$ cat src/design/pvi_pkg.sv
package pvi_pkg;

  // Pipeline depth of one axis lane (register stages)
  localparam int unsigned LANE_STAGES = 6;
  localparam int unsigned NUM_AXES    = 3;

  // Wall tolerance of 0.001 in Q16.16 (nearest)
  localparam logic signed [33:0] WALL_TOL_Q16 = 34'sd66;

  // Register reset values
  localparam logic [15:0]        TIME_STEP_RST = 16'd655;
  localparam logic signed [17:0] DAMPING_RST   = -18'sd32768;
  localparam logic signed [31:0] BOX_MIN_RST   = -32'sd65536;
  localparam logic signed [31:0] BOX_MAX_RST   = 32'sd65536;

  // Configuration register indexes
  typedef enum logic [3:0] {
    REG_TIME_STEP = 4'd0,
    REG_DAMPING   = 4'd1,
    REG_BOX_MIN_X = 4'd2,
    REG_BOX_MIN_Y = 4'd3,
    REG_BOX_MIN_Z = 4'd4,
    REG_BOX_MAX_X = 4'd5,
    REG_BOX_MAX_Y = 4'd6,
    REG_BOX_MAX_Z = 4'd7
  } reg_idx_e;

  // Input request: one particle
  typedef struct packed {
    logic signed [31:0] force_x;
    logic signed [31:0] force_y;
    logic signed [31:0] force_z;
    logic signed [31:0] prev_accel_x;
    logic signed [31:0] prev_accel_y;
    logic signed [31:0] prev_accel_z;
    logic signed [31:0] vel_in_x;
    logic signed [31:0] vel_in_y;
    logic signed [31:0] vel_in_z;
    logic signed [31:0] pos_in_x;
    logic signed [31:0] pos_in_y;
    logic signed [31:0] pos_in_z;
  } in_req_t;

  // Output response: updated particle
  typedef struct packed {
    logic signed [31:0] pos_out_x;
    logic signed [31:0] pos_out_y;
    logic signed [31:0] pos_out_z;
    logic signed [31:0] vel_out_x;
    logic signed [31:0] vel_out_y;
    logic signed [31:0] vel_out_z;
    logic signed [31:0] accel_out_x;
    logic signed [31:0] accel_out_y;
    logic signed [31:0] accel_out_z;
  } out_rsp_t;

  // One axis worth of particle state into a lane
  typedef struct packed {
    logic signed [31:0] force_v;
    logic signed [31:0] prev_accel;
    logic signed [31:0] vel;
    logic signed [31:0] pos;
  } lane_in_t;

  // One axis worth of results out of a lane
  typedef struct packed {
    logic signed [31:0] pos;
    logic signed [31:0] vel;
    logic signed [31:0] accel;
  } lane_out_t;

  // Per-lane view of the configuration registers
  typedef struct packed {
    logic [15:0]        dt;
    logic signed [17:0] damping;
    logic signed [31:0] box_min;
    logic signed [31:0] box_max;
  } lane_cfg_t;

  // Clip to the signed 32-bit range
  function automatic logic signed [31:0] sat32(input logic signed [63:0] x);
    logic signed [31:0] r;
    if (x > 64'sd2147483647) begin
      r = 32'sh7fffffff;
    end else if (x < -64'sd2147483648) begin
      r = 32'sh80000000;
    end else begin
      r = x[31:0];
    end
    return r;
  endfunction

endpackage

$ cat src/design/pvi_merge.sv
module pvi_merge
  import pvi_pkg::*;
(
  input  logic      clk_i,
  input  logic      rst_ni,
  input  logic      valid_i,
  output logic      ready_o,
  input  lane_out_t lane_x_i,
  input  lane_out_t lane_y_i,
  input  lane_out_t lane_z_i,
  output logic      out_valid_o,
  input  logic      out_ready_i,
  output out_rsp_t  out_rsp_o
);

  logic     valid_q;
  out_rsp_t rsp_q, rsp_d;

  // Gather the three lanes into one response
  always_comb begin
    rsp_d.pos_out_x   = lane_x_i.pos;
    rsp_d.pos_out_y   = lane_y_i.pos;
    rsp_d.pos_out_z   = lane_z_i.pos;
    rsp_d.vel_out_x   = lane_x_i.vel;
    rsp_d.vel_out_y   = lane_y_i.vel;
    rsp_d.vel_out_z   = lane_z_i.vel;
    rsp_d.accel_out_x = lane_x_i.accel;
    rsp_d.accel_out_y = lane_y_i.accel;
    rsp_d.accel_out_z = lane_z_i.accel;
  end

  // Output register takes a new request once the held one drains
  assign ready_o = !valid_q || out_ready_i;

  always_ff @(posedge clk_i or negedge rst_ni) begin
    if (!rst_ni) begin
      valid_q <= 1'b0;
    end else if (ready_o) begin
      valid_q <= valid_i;
    end
  end

  always_ff @(posedge clk_i) begin
    if (ready_o && valid_i) begin
      rsp_q <= rsp_d;
    end
  end

  assign out_valid_o = valid_q;
  assign out_rsp_o   = rsp_q;

endmodule

$ cat config.mk
export PLATFORM = sky130hd
export DESIGN_NAME = pvi_merge
export DESIGN_NICKNAME = d
export VERILOG_FILES = /design/src/design/pvi_pkg.sv /design/src/design/pvi_merge.sv
export SDC_FILE = /design/constraint.sdc
export NUM_CORES = 1
export LEC_CHECK = 0
export BUFFER_PORTS_ARGS = -buffer_cell sky130_fd_sc_hd__buf_2
export CAP_MARGIN = 20
export CORE_AREA = 3 3 226 228
export CTS_BUF_LIST = sky130_fd_sc_hd__clkbuf_16
export DETAILED_ROUTE_END_ITERATION = 16
export DIE_AREA = 0 0 229 231
export PLACE_DENSITY = 0.44
export RECOVER_POWER = 25
export SLEW_MARGIN = 5
export SYNTH_ARGS = -nofsm -noshare
export SYNTH_HDL_FRONTEND = slang
export SYNTH_SLANG_ARGS = --single-unit
$ cat constraint.sdc
create_clock -name clk_i -period 4.5 [get_ports clk_i]
set_input_delay 0.45 -clock clk_i [delete_from_list [all_inputs] [get_ports clk_i]]
set_output_delay 0.45 -clock clk_i [all_outputs]
set_load 0.05 [all_outputs]
### Yosys cells after proc, flatten, opt, wreduce, memory -nomap -nowiden

Cells that the tools add are included.

* register bits after elaboration: 289
* input port bits: 292
* word-level logic and storage cells: 13

* reductions and logical operators: 3

Operators by type and width (count)
* 1-bit logical AND: 1
* 1-bit logical NOT: 1
* 1-bit logical OR: 1

### Longest topological paths before layout

Gate-level depths: netlist of run 1.

* depth in word-level cells: 3
* gate-level depth with buffers: 2
* gate-level depth less buffers: 2

### Least setup slack after synthesis of run 1

No wires, ideal clock.

* path type: register to register
* start: register valid_q (netlist: out_valid_o)
* end: register rsp_q (netlist bit out_rsp_o[0]), enable pin
* library setup time: 452 ps
* arrival time: 2887 ps
* data required time: 4048 ps
* path slack: 1161 ps
* cell stages (with the launch flop): 3
* path buffers: 0
* clock period less this slack: 3339 ps
* cell sequence: dfrtp_1 > nand2b_4 > and2_4

* longest elaborated chain between the ends: 3

RTL lines
* start: declaration: line pvi_merge.sv:16 `logic valid_q;`
* start signal: assignment: line pvi_merge.sv:39 `valid_q <= valid_i;`
* 1-bit logical NOT: line pvi_merge.sv:33 `assign ready_o = !valid_q || out_ready_i;`
* 1-bit logical OR: line pvi_merge.sv:33
* via ready_o: line pvi_merge.sv:7 `output logic ready_o,`
* 1-bit logical AND: line pvi_merge.sv:44 `if (ready_o && valid_i) begin`
* end signal: assignment: line pvi_merge.sv:45 `rsp_q <= rsp_d;`
* end: declaration: line pvi_merge.sv:17 `out_rsp_t rsp_q, rsp_d;`

The timed path passes the listed nets, and every way through them passes these cells.
A chain may end at the register's enable or synchronous reset.

### Worst setup path in the final report of run 1

* start: register valid_q (netlist: out_valid_o)
* end: register rsp_q (netlist bit out_rsp_o[132]), enable pin

* longest elaborated chain between the ends: 3

RTL lines (line)
* 1-bit logical NOT: pvi_merge.sv:33
* 1-bit logical OR: pvi_merge.sv:33
* 1-bit logical AND: pvi_merge.sv:44

No other way between the ends.

==> metrics.md, run 1 <==
| Metric | Value |
|---|---|
| Largest net degree at the start of global routing | `74` |
| Unrepaired setup endpoints after global routing | `no` |
| Core box area | `0.0491 mm2` |
| Final period utilization | `0.459` |
| Post-Syn Nets | `584` |
| Post-CTS Setup Bufs | `0` |
| WS Path Type | `flop to flop` |
| CTS max path bufs | `3` |
| Global-route wire length before repair | `37900 um` |
| Mapped Cells | `between 200 and 300` |
| Area share of the largest cell type after synthesis | `0.994` |
| GRT met2 Usage | `0.173` |
| Startpoint Class | `flop` |
| Multiplexer share of the synthesized area | `0` |
| DP HPWL | `21700 um` |
| Most frequent cell after synthesis | `edfxtp_1` |
| Die area | `0.0529 mm2` |
| I/O Pins | `between 500 and 600` |
| Commonest cells post-synth | `288 x edfxtp_1, 1 x and2_4, 1 x dfrtp_1, 1 x nand2b_1, 1 x nand2b_4` |
| XOR/XNOR share of the synthesized area | `0` |
| Worst-Margin Slew | `0.926 ns` |
| Iteration count of the initial detailed-routing pass | `4` |
| Max cap viols | `0` |
| Synth area leaders | `edfxtp_1 99%, dfrtp_1 0.29%, nand2b_4 0.16%` |
| Cell Area, Synth | `0.00870 mm2` |
| R2R cell count | `3` |
| Residual DRC | `0` |
| Max incr delay on CP | `approximately 0.75 ns` |
| Placer congestion estimate | `0.806` |
| Ys async rst share | `0.00346` |
| Worst setup EP type | `flop` |
| Grt ovf | `0` |
| Clock Latency Late Sink | `0.52 ns` |
| Vias per cell | `3.35` |
| Min-delay worst type | `primary input to flop` |
| Starting density of the core | `0.177` |
| Fin Setup TNS | `0 ns` |
| Static Leakage | `5.70 nW` |
| Overall power | `just under 7 mW` |
| Levels on crit path | `3` |
| Simple-gate share of the synthesized area | `0.00331` |
| Most Crowded Layer GR | `met2` |
| Crit path max-delay family | `simple AND/OR/NAND/NOR gates` |
| WL per Instance | `17.1 um` |
| Required @ worst endpoint | `approximately 4.7 ns` |
| Largest family of logic cells by synthesized area | `simple AND/OR/NAND/NOR gates` |
| Yosys top cell by area | `edfxtp_1` |
| Area growth, synth to finish | `57.6%` |
| Hold depth | `1` |
| GR Layer Usage met1 | `0.106` |
| Yosys reg bits | `289` |
| Setup Skew | `roughly 0.013 ns` |
| Die Wd | `229 um` |
| Area share of fa/ha/maj cells after synthesis | `0` |
| Final Max Tran Viols | `0` |
| Worst Path Buf+Inv | `1` |
| Most used DFF post-synth | `edfxtp_1` |
| Initial DRC count | `260` |
| Die height | `231 um` |
| Worst VDD drop | `~0.28 mV` |
| Arr. time, crit path | `2.24 ns` |
| Outcome | `complete, no violations` |
| Crit Path Max Fanout | `73` |
| Yosys synthesis warning count | `0` |
| Synth Area in Compound Gates | `0` |
| Crit-path slowest cell | `and2_4` |
| Final setup fails | `0` |
| Avg Cell Area, Syn | `between 20 and 30 um2` |
| PortBufs | `581` |
| CTS tree | `yes` |
| Cell Chain, Critical Path | `nand2b_4, and2_4, buf_12` |
| Fin nets | `1214` |
| Via count | `around 5400` |
| Layout cell share with drive strength beyond 1 | `0.684` |
| Antenna violations before repair | `7` |
| Routing usage on met3 | `0.0387` |
| Minimum clock period | `~2.1 ns` |
| Clock buffer count from CTS | `34` |
| H-Tree Depth | `2` |
| Achievable clock frequency | `just under 500 MHz` |
| Endpoints failing hold | `0` |
| Post-DRT Antenna Nets | `0` |
| Sink Count | `slightly below 300` |
| Post-synth EDFFs | `between 200 and 300` |
| Pwr Density | `496 mW/mm2` |
| Clock transition at path regs | `roughly 0.060 ns` |
| Total GRT Usage | `0.0982` |
| Cell row count | `81` |
| Cell variety after synth | `5` |
| Vias in the first global route | `5872` |
| CTS root buf | `clkbuf_16` |
| Routed wire length | `around 28000 um` |
| Post-synthesis sequential area ratio | `0.997` |
| Worst slew margin | `0.382` |
[layer usage]
layer / routed length [um] / part of all wire
met5: 27 / 0.00098
met1: 9990 / 0.36
met4: 718 / 0.026
met3: 2560 / 0.093
met2: 14300 / 0.52
[layout by cell type, fill, tap and decap left out]
cell type / netlist / routed
and2_4: 1 / 1
inv_6: 0 / 1
buf_4: 0 / 10
clkinv_2: 0 / 10
nand2b_1: 1 / 1
dfrtp_1: 1 / 1
bufinv_16: 0 / 4
clkbuf_16: 0 / 37
buf_2: 0 / 581
inv_1: 0 / 2
edfxtp_1: 288 / 288
clkinvlp_4: 0 / 1
diode_2: 0 / 3
nand2b_4: 1 / 1
dlygate4sd3_1: 0 / 1
clkinv_1: 0 / 6
buf_12: 0 / 2
[flip-flops by register name, indices dropped and copies added, names as in the netlist]
register,cells
out_rsp_o,288
out_valid_o,1
[power breakdown]
part | switching [mW] | internal [mW]
sequential | 0.0366 | 3.14
combinational | 0.671 | 0.192
clock | 1.04 | 1.71
total | 1.75 | 5.05
[per-stage QoR]
step | instances | utilization | setup slack [ns] | hold WS [ns] | instance area [um2]
global route | 1612 | 0.280 | 2.26 | 0.0594 | 13700
CTS | 1611 | 0.279 | 2.36 | 0.0478 | 13700
floorplan | 292 | - | 1.16 | 0.154 | 8700
detailed placement | 1549 | 0.256 | 2.19 | 0.226 | 12600
finish | 1614 | 0.280 | 2.43 | 0.103 | 13700
global placement | 1549 | 0.256 | 2.20 | 0.228 | 12600
[worst paths after layout]
check / from / slack (ns) / to
setup / recovery: out_valid_o / 2.43 / out_rsp_o[132]
hold / removal: lane_z_i[81] / 0.10 / out_rsp_o[209]
setup reg to reg: out_valid_o / 2.43 / out_rsp_o[132]
hold reg to reg: out_valid_o / 0.56 / out_valid_o
max in group asynchronous: rst_ni / 4.18 / out_valid_o
min in group asynchronous: rst_ni / 0.24 / out_valid_o
[timing repair]
item | in CTS | in global routing
hold endpoints to repair | 1 | 0
gates resized for setup | 0 | 0
hold buffers | 1 | 0
[area by class of cell]
type                            instances  area, um2
Clock buffer                           37        926
Timing Repair Buffer                  594       3030
Tap cell                              664        831
Fill cell                            5042      35300
Multi-Input combinational cell          3       28.8
Clock inverter                         24        216
Antenna cell                            3       7.51
Sequential cell                       289       8670
[cells by family after synthesis]
kind of cell and count (synthesis):
AND/OR/NAND/NOR 3, flip-flops 289
(Power assumes the default switching activity.)
==> run 2, diff against run 1 <==
Settings changed: ABC_AREA set to 1, PLACE_DENSITY 0.44 to 0.46.
Clock period 4.5 ns to 1.73 ns, I/O delays scaled along.
==> metrics.md, run 2 <==
| Metric | Value |
|---|---|
| Outcome | `complete, no violations` |
| Crit-path slowest cell | `dfrtp_2` |
| Fin Setup TNS | `0 ns (unchanged)` |
| Vias in the first global route | `7497 (+28%)` |
| Grt ovf | `0 (unchanged)` |
| Endpoints failing hold | `0 (unchanged)` |
| Residual DRC | `0 (unchanged)` |
| Fin nets | `1515 (+25%)` |
| Die Wd | `229 um (unchanged)` |
| Vias per cell | `3.46 (+3.3%)` |
| Cell Area, Synth | `0.00869 mm2 (-0.10%)` |
| Setup ws final | `0.235 ns (-2.20 ns)` |
| Worst setup EP type | `output pin` |
| Gates resized, CTS repair | `0 (unchanged)` |
| Synth Area in Compound Gates | `0.000576 (+0.000576)` |
| Overall power | `17.8 mW (+160%)` |
| CTS max path bufs | `3 (unchanged)` |
| Clock transition at path regs | `0.06 ns (about the same)` |
| Post-DRT Antenna Nets | `0 (unchanged)` |
| Max cap viols | `0 (unchanged)` |
| Synth area leaders | `edfxtp_1 99%, dfrtp_1 0.29%, inv_1 0.086%` |
| Startpoint Class | `flop` |
| Most common cell after layout, fill and taps aside | `buf_2` |
| Cell variety after synth | `5 (unchanged)` |
| CTS tree | `yes` |
| Avg Cell Area, Syn | `29.6 um2 (-0.78%)` |
| Setup Skew | `0.0162 ns (+0.00357 ns)` |
| Area growth, synth to finish | `91.4%` |
| Initial DRC count | `198 (-24%)` |
| Antenna violations before repair | `3 (-4)` |
| Mapped Cells | `294 (+0.68%)` |
| Min-delay worst type | `primary input to flop` |
| Worst-Margin Slew | `0.312 ns (-0.615 ns)` |
| Die area | `0.0529 mm2 (unchanged)` |
| Clock Latency Late Sink | `0.52 ns (about the same)` |
| Clock buffer count from CTS | `34 (unchanged)` |
| Largest family of logic cells by synthesized area | `buffers and inverters` |
| Fin cells | `1912 (+18%)` |
| Largest net degree at the start of global routing | `48 (-35%)` |
| Layout cell share with drive strength beyond 1 | `0.505 (-0.179)` |
| Routed wire length | `30900 um (+12%)` |
| Arr. time, crit path | `1.32 ns (-0.92 ns)` |
| Post-synth EDFFs | `288 (unchanged)` |
| Max FFs per register | `288 (unchanged)` |
| Starting density of the core | `0.177 (-0.000179)` |
| Max incr delay on CP | `0.43 ns (-0.32 ns)` |
| WS Path Type | `flop to output pin` |
| Ys async rst share | `0.00346 (unchanged)` |
| Most frequent cell after synthesis | `edfxtp_1` |
| Static Leakage | `6.91 nW (+21%)` |
| Unrepaired setup endpoints after global routing | `no` |
| Crit Path Max Fanout | `3 (-96%)` |
| Placed Instances | `1559 (+0.65%)` |
| Yosys synthesis warning count | `0 (unchanged)` |
| Core box area | `0.0491 mm2 (unchanged)` |
| Die height | `231 um (unchanged)` |
| Yosys reg bits | `289 (unchanged)` |
| Post-Syn Nets | `586 (+0.34%)` |
| Achievable clock frequency | `669 MHz` |
| Required @ worst endpoint | `1.56 ns (-3.11 ns)` |
| Commonest cells post-synth | `288 x edfxtp_1, 2 x inv_1, 2 x nand2_1` |
| Worst VDD drop | `0.890 mV (+220%)` |
| Final Max Tran Viols | `0 (unchanged)` |
| Placer congestion estimate | `0.855 (+6.1%)` |
| CTS root buf | `clkbuf_16` |
| Final period utilization | `0.864` |
| Most frequent cells in the layout | `565 x buf_2, 292 x dlygate4sd3_1, 288 x edfxtp_1` |
| Yosys top cell by area | `edfxtp_1` |
| Cell row count | `81 (unchanged)` |
| XOR/XNOR share of the synthesized area | `0 (unchanged)` |
| Iteration count of the initial detailed-routing pass | `4 (unchanged)` |
| Area share of fa/ha/maj cells after synthesis | `0 (unchanged)` |
| Total GRT Usage | `0.112 (+0.0135)` |
| CTS Hold Bufs | `292 (+291)` |
| Pre-CTS setup slack | `0.267 ns (-1.92 ns)` |
| H-Tree Depth | `2 (unchanged)` |
| Area share of the largest cell type after synthesis | `0.995 (+0.00100)` |
| Sink Count | `289 (unchanged)` |
| Post-synthesis sequential area ratio | `0.998 (+0.00100)` |
| Post-CTS Setup Bufs | `0 (unchanged)` |
| Final setup fails | `0 (unchanged)` |
| WL per Instance | `16.2 um (-5.6%)` |
| Most used DFF post-synth | `edfxtp_1` |
| Worst slew margin | `0.794 (+0.411)` |
| DP HPWL | `21800 um (about the same)` |
| I/O Pins | `582 (unchanged)` |
| Minimum clock period | `about 1.5 ns` |
| Final Cell Area | `0.0166 mm2 (+21%)` |
| Dpl cell area | `0.0127 mm2 (+1.0%)` |
| Simple-gate share of the synthesized area | `0.000864 (-0.00244)` |
| Via count | `6623 (+22%)` |
| PortBufs | `581 (unchanged)` |
| Pwr Density | `1070 mW/mm2 (+120%)` |
| Cell Chain, Critical Path | `nand2_1, buf_2` |
| Global-route wire length before repair | `44500 um (+18%)` |
| Multiplexer share of the synthesized area | `0 (unchanged)` |
## run 2: cell types whose count changed after synthesis
| cell | before | now |
|---|---|---|
| a21oi_1 | 0 | 1 |
| inv_1 | 0 | 2 |
| nand2_1 | 0 | 2 |
| nand2b_4 | 1 | 0 |
| nand2b_1 | 1 | 0 |
| and2_4 | 1 | 0 |
## run 2: stage by stage
step                utilization  hold WS (ns)
global placement          0.259       -0.0277
global route              0.339         0.250
detailed placement        0.259       -0.0292
finish                    0.339         0.274
CTS                       0.340         0.232
floorplan                     -        -0.123
## run 2: power by group
part / leakage (nW) / internal [mW] / total (mW) / switching, mW
clock: 0.552 / 3.97 / 6.67 / 2.70
sequential: 2.75 / 8.17 / 8.28 / 0.100
combinational: 3.61 / 0.960 / 2.84 / 1.88
total: 6.91 / 13.1 / 17.8 / 4.68
## run 2: path summary, 6_finish.rpt
check,start,end,slack (ns),cells after the start
min in group asynchronous,rst_ni,out_valid_o,0.53,3
max in group asynchronous,rst_ni,out_valid_o,1.07,3
setup / recovery,out_valid_o,ready_o,0.23,2
hold / removal,out_ready_i,out_rsp_o[97],0.27,4
setup reg to reg,out_valid_o,out_rsp_o[160],0.24,3
hold reg to reg,out_valid_o,out_rsp_o[97],0.82,2
## run 2: layout make-up
| cell class | count | area [um2] |
|---|---|---|
| fillers | 4774 | 32400 |
| flip-flops and latches | 289 | 8670 |
| repair buffers | 893 | 6050 |
| clock buffers | 37 | 926 |
| well taps | 664 | 831 |
| clock inverters | 23 | 123 |
| multi-input cells | 3 | 23.8 |
| inverters | 2 | 7.51 |
| diodes | 1 | 2.50 |
## run 2: logic make-up after synthesis
| kind of cell | after synthesis |
|---|---|
| AO/OA/AOI/OAI | 1 |
| AND/OR/NAND/NOR | 2 |
| buffers and inverters | 2 |
| flip-flops | 289 |
## run 2: metal layers
| metal | GRT usage | wire (um) | vias up |
|---|---|---|---|
| met1 | 0.113 | 10800 | 3113 |
| met5 | 0 | 14 | - |
| met2 | 0.204 | 16300 | 369 |
| met4 | 0.0500 | 1060 | 2 |
| li1 | - | - | 3067 |
| met3 | 0.0428 | 2790 | 72 |
## run 2: worst max-delay path: cells and delay by family, from the launching register on
family                 cells  cell delay [ns]
buffers and inverters      1             0.27
AND/OR/NAND/NOR            1             0.10
flip-flops                 1             0.43
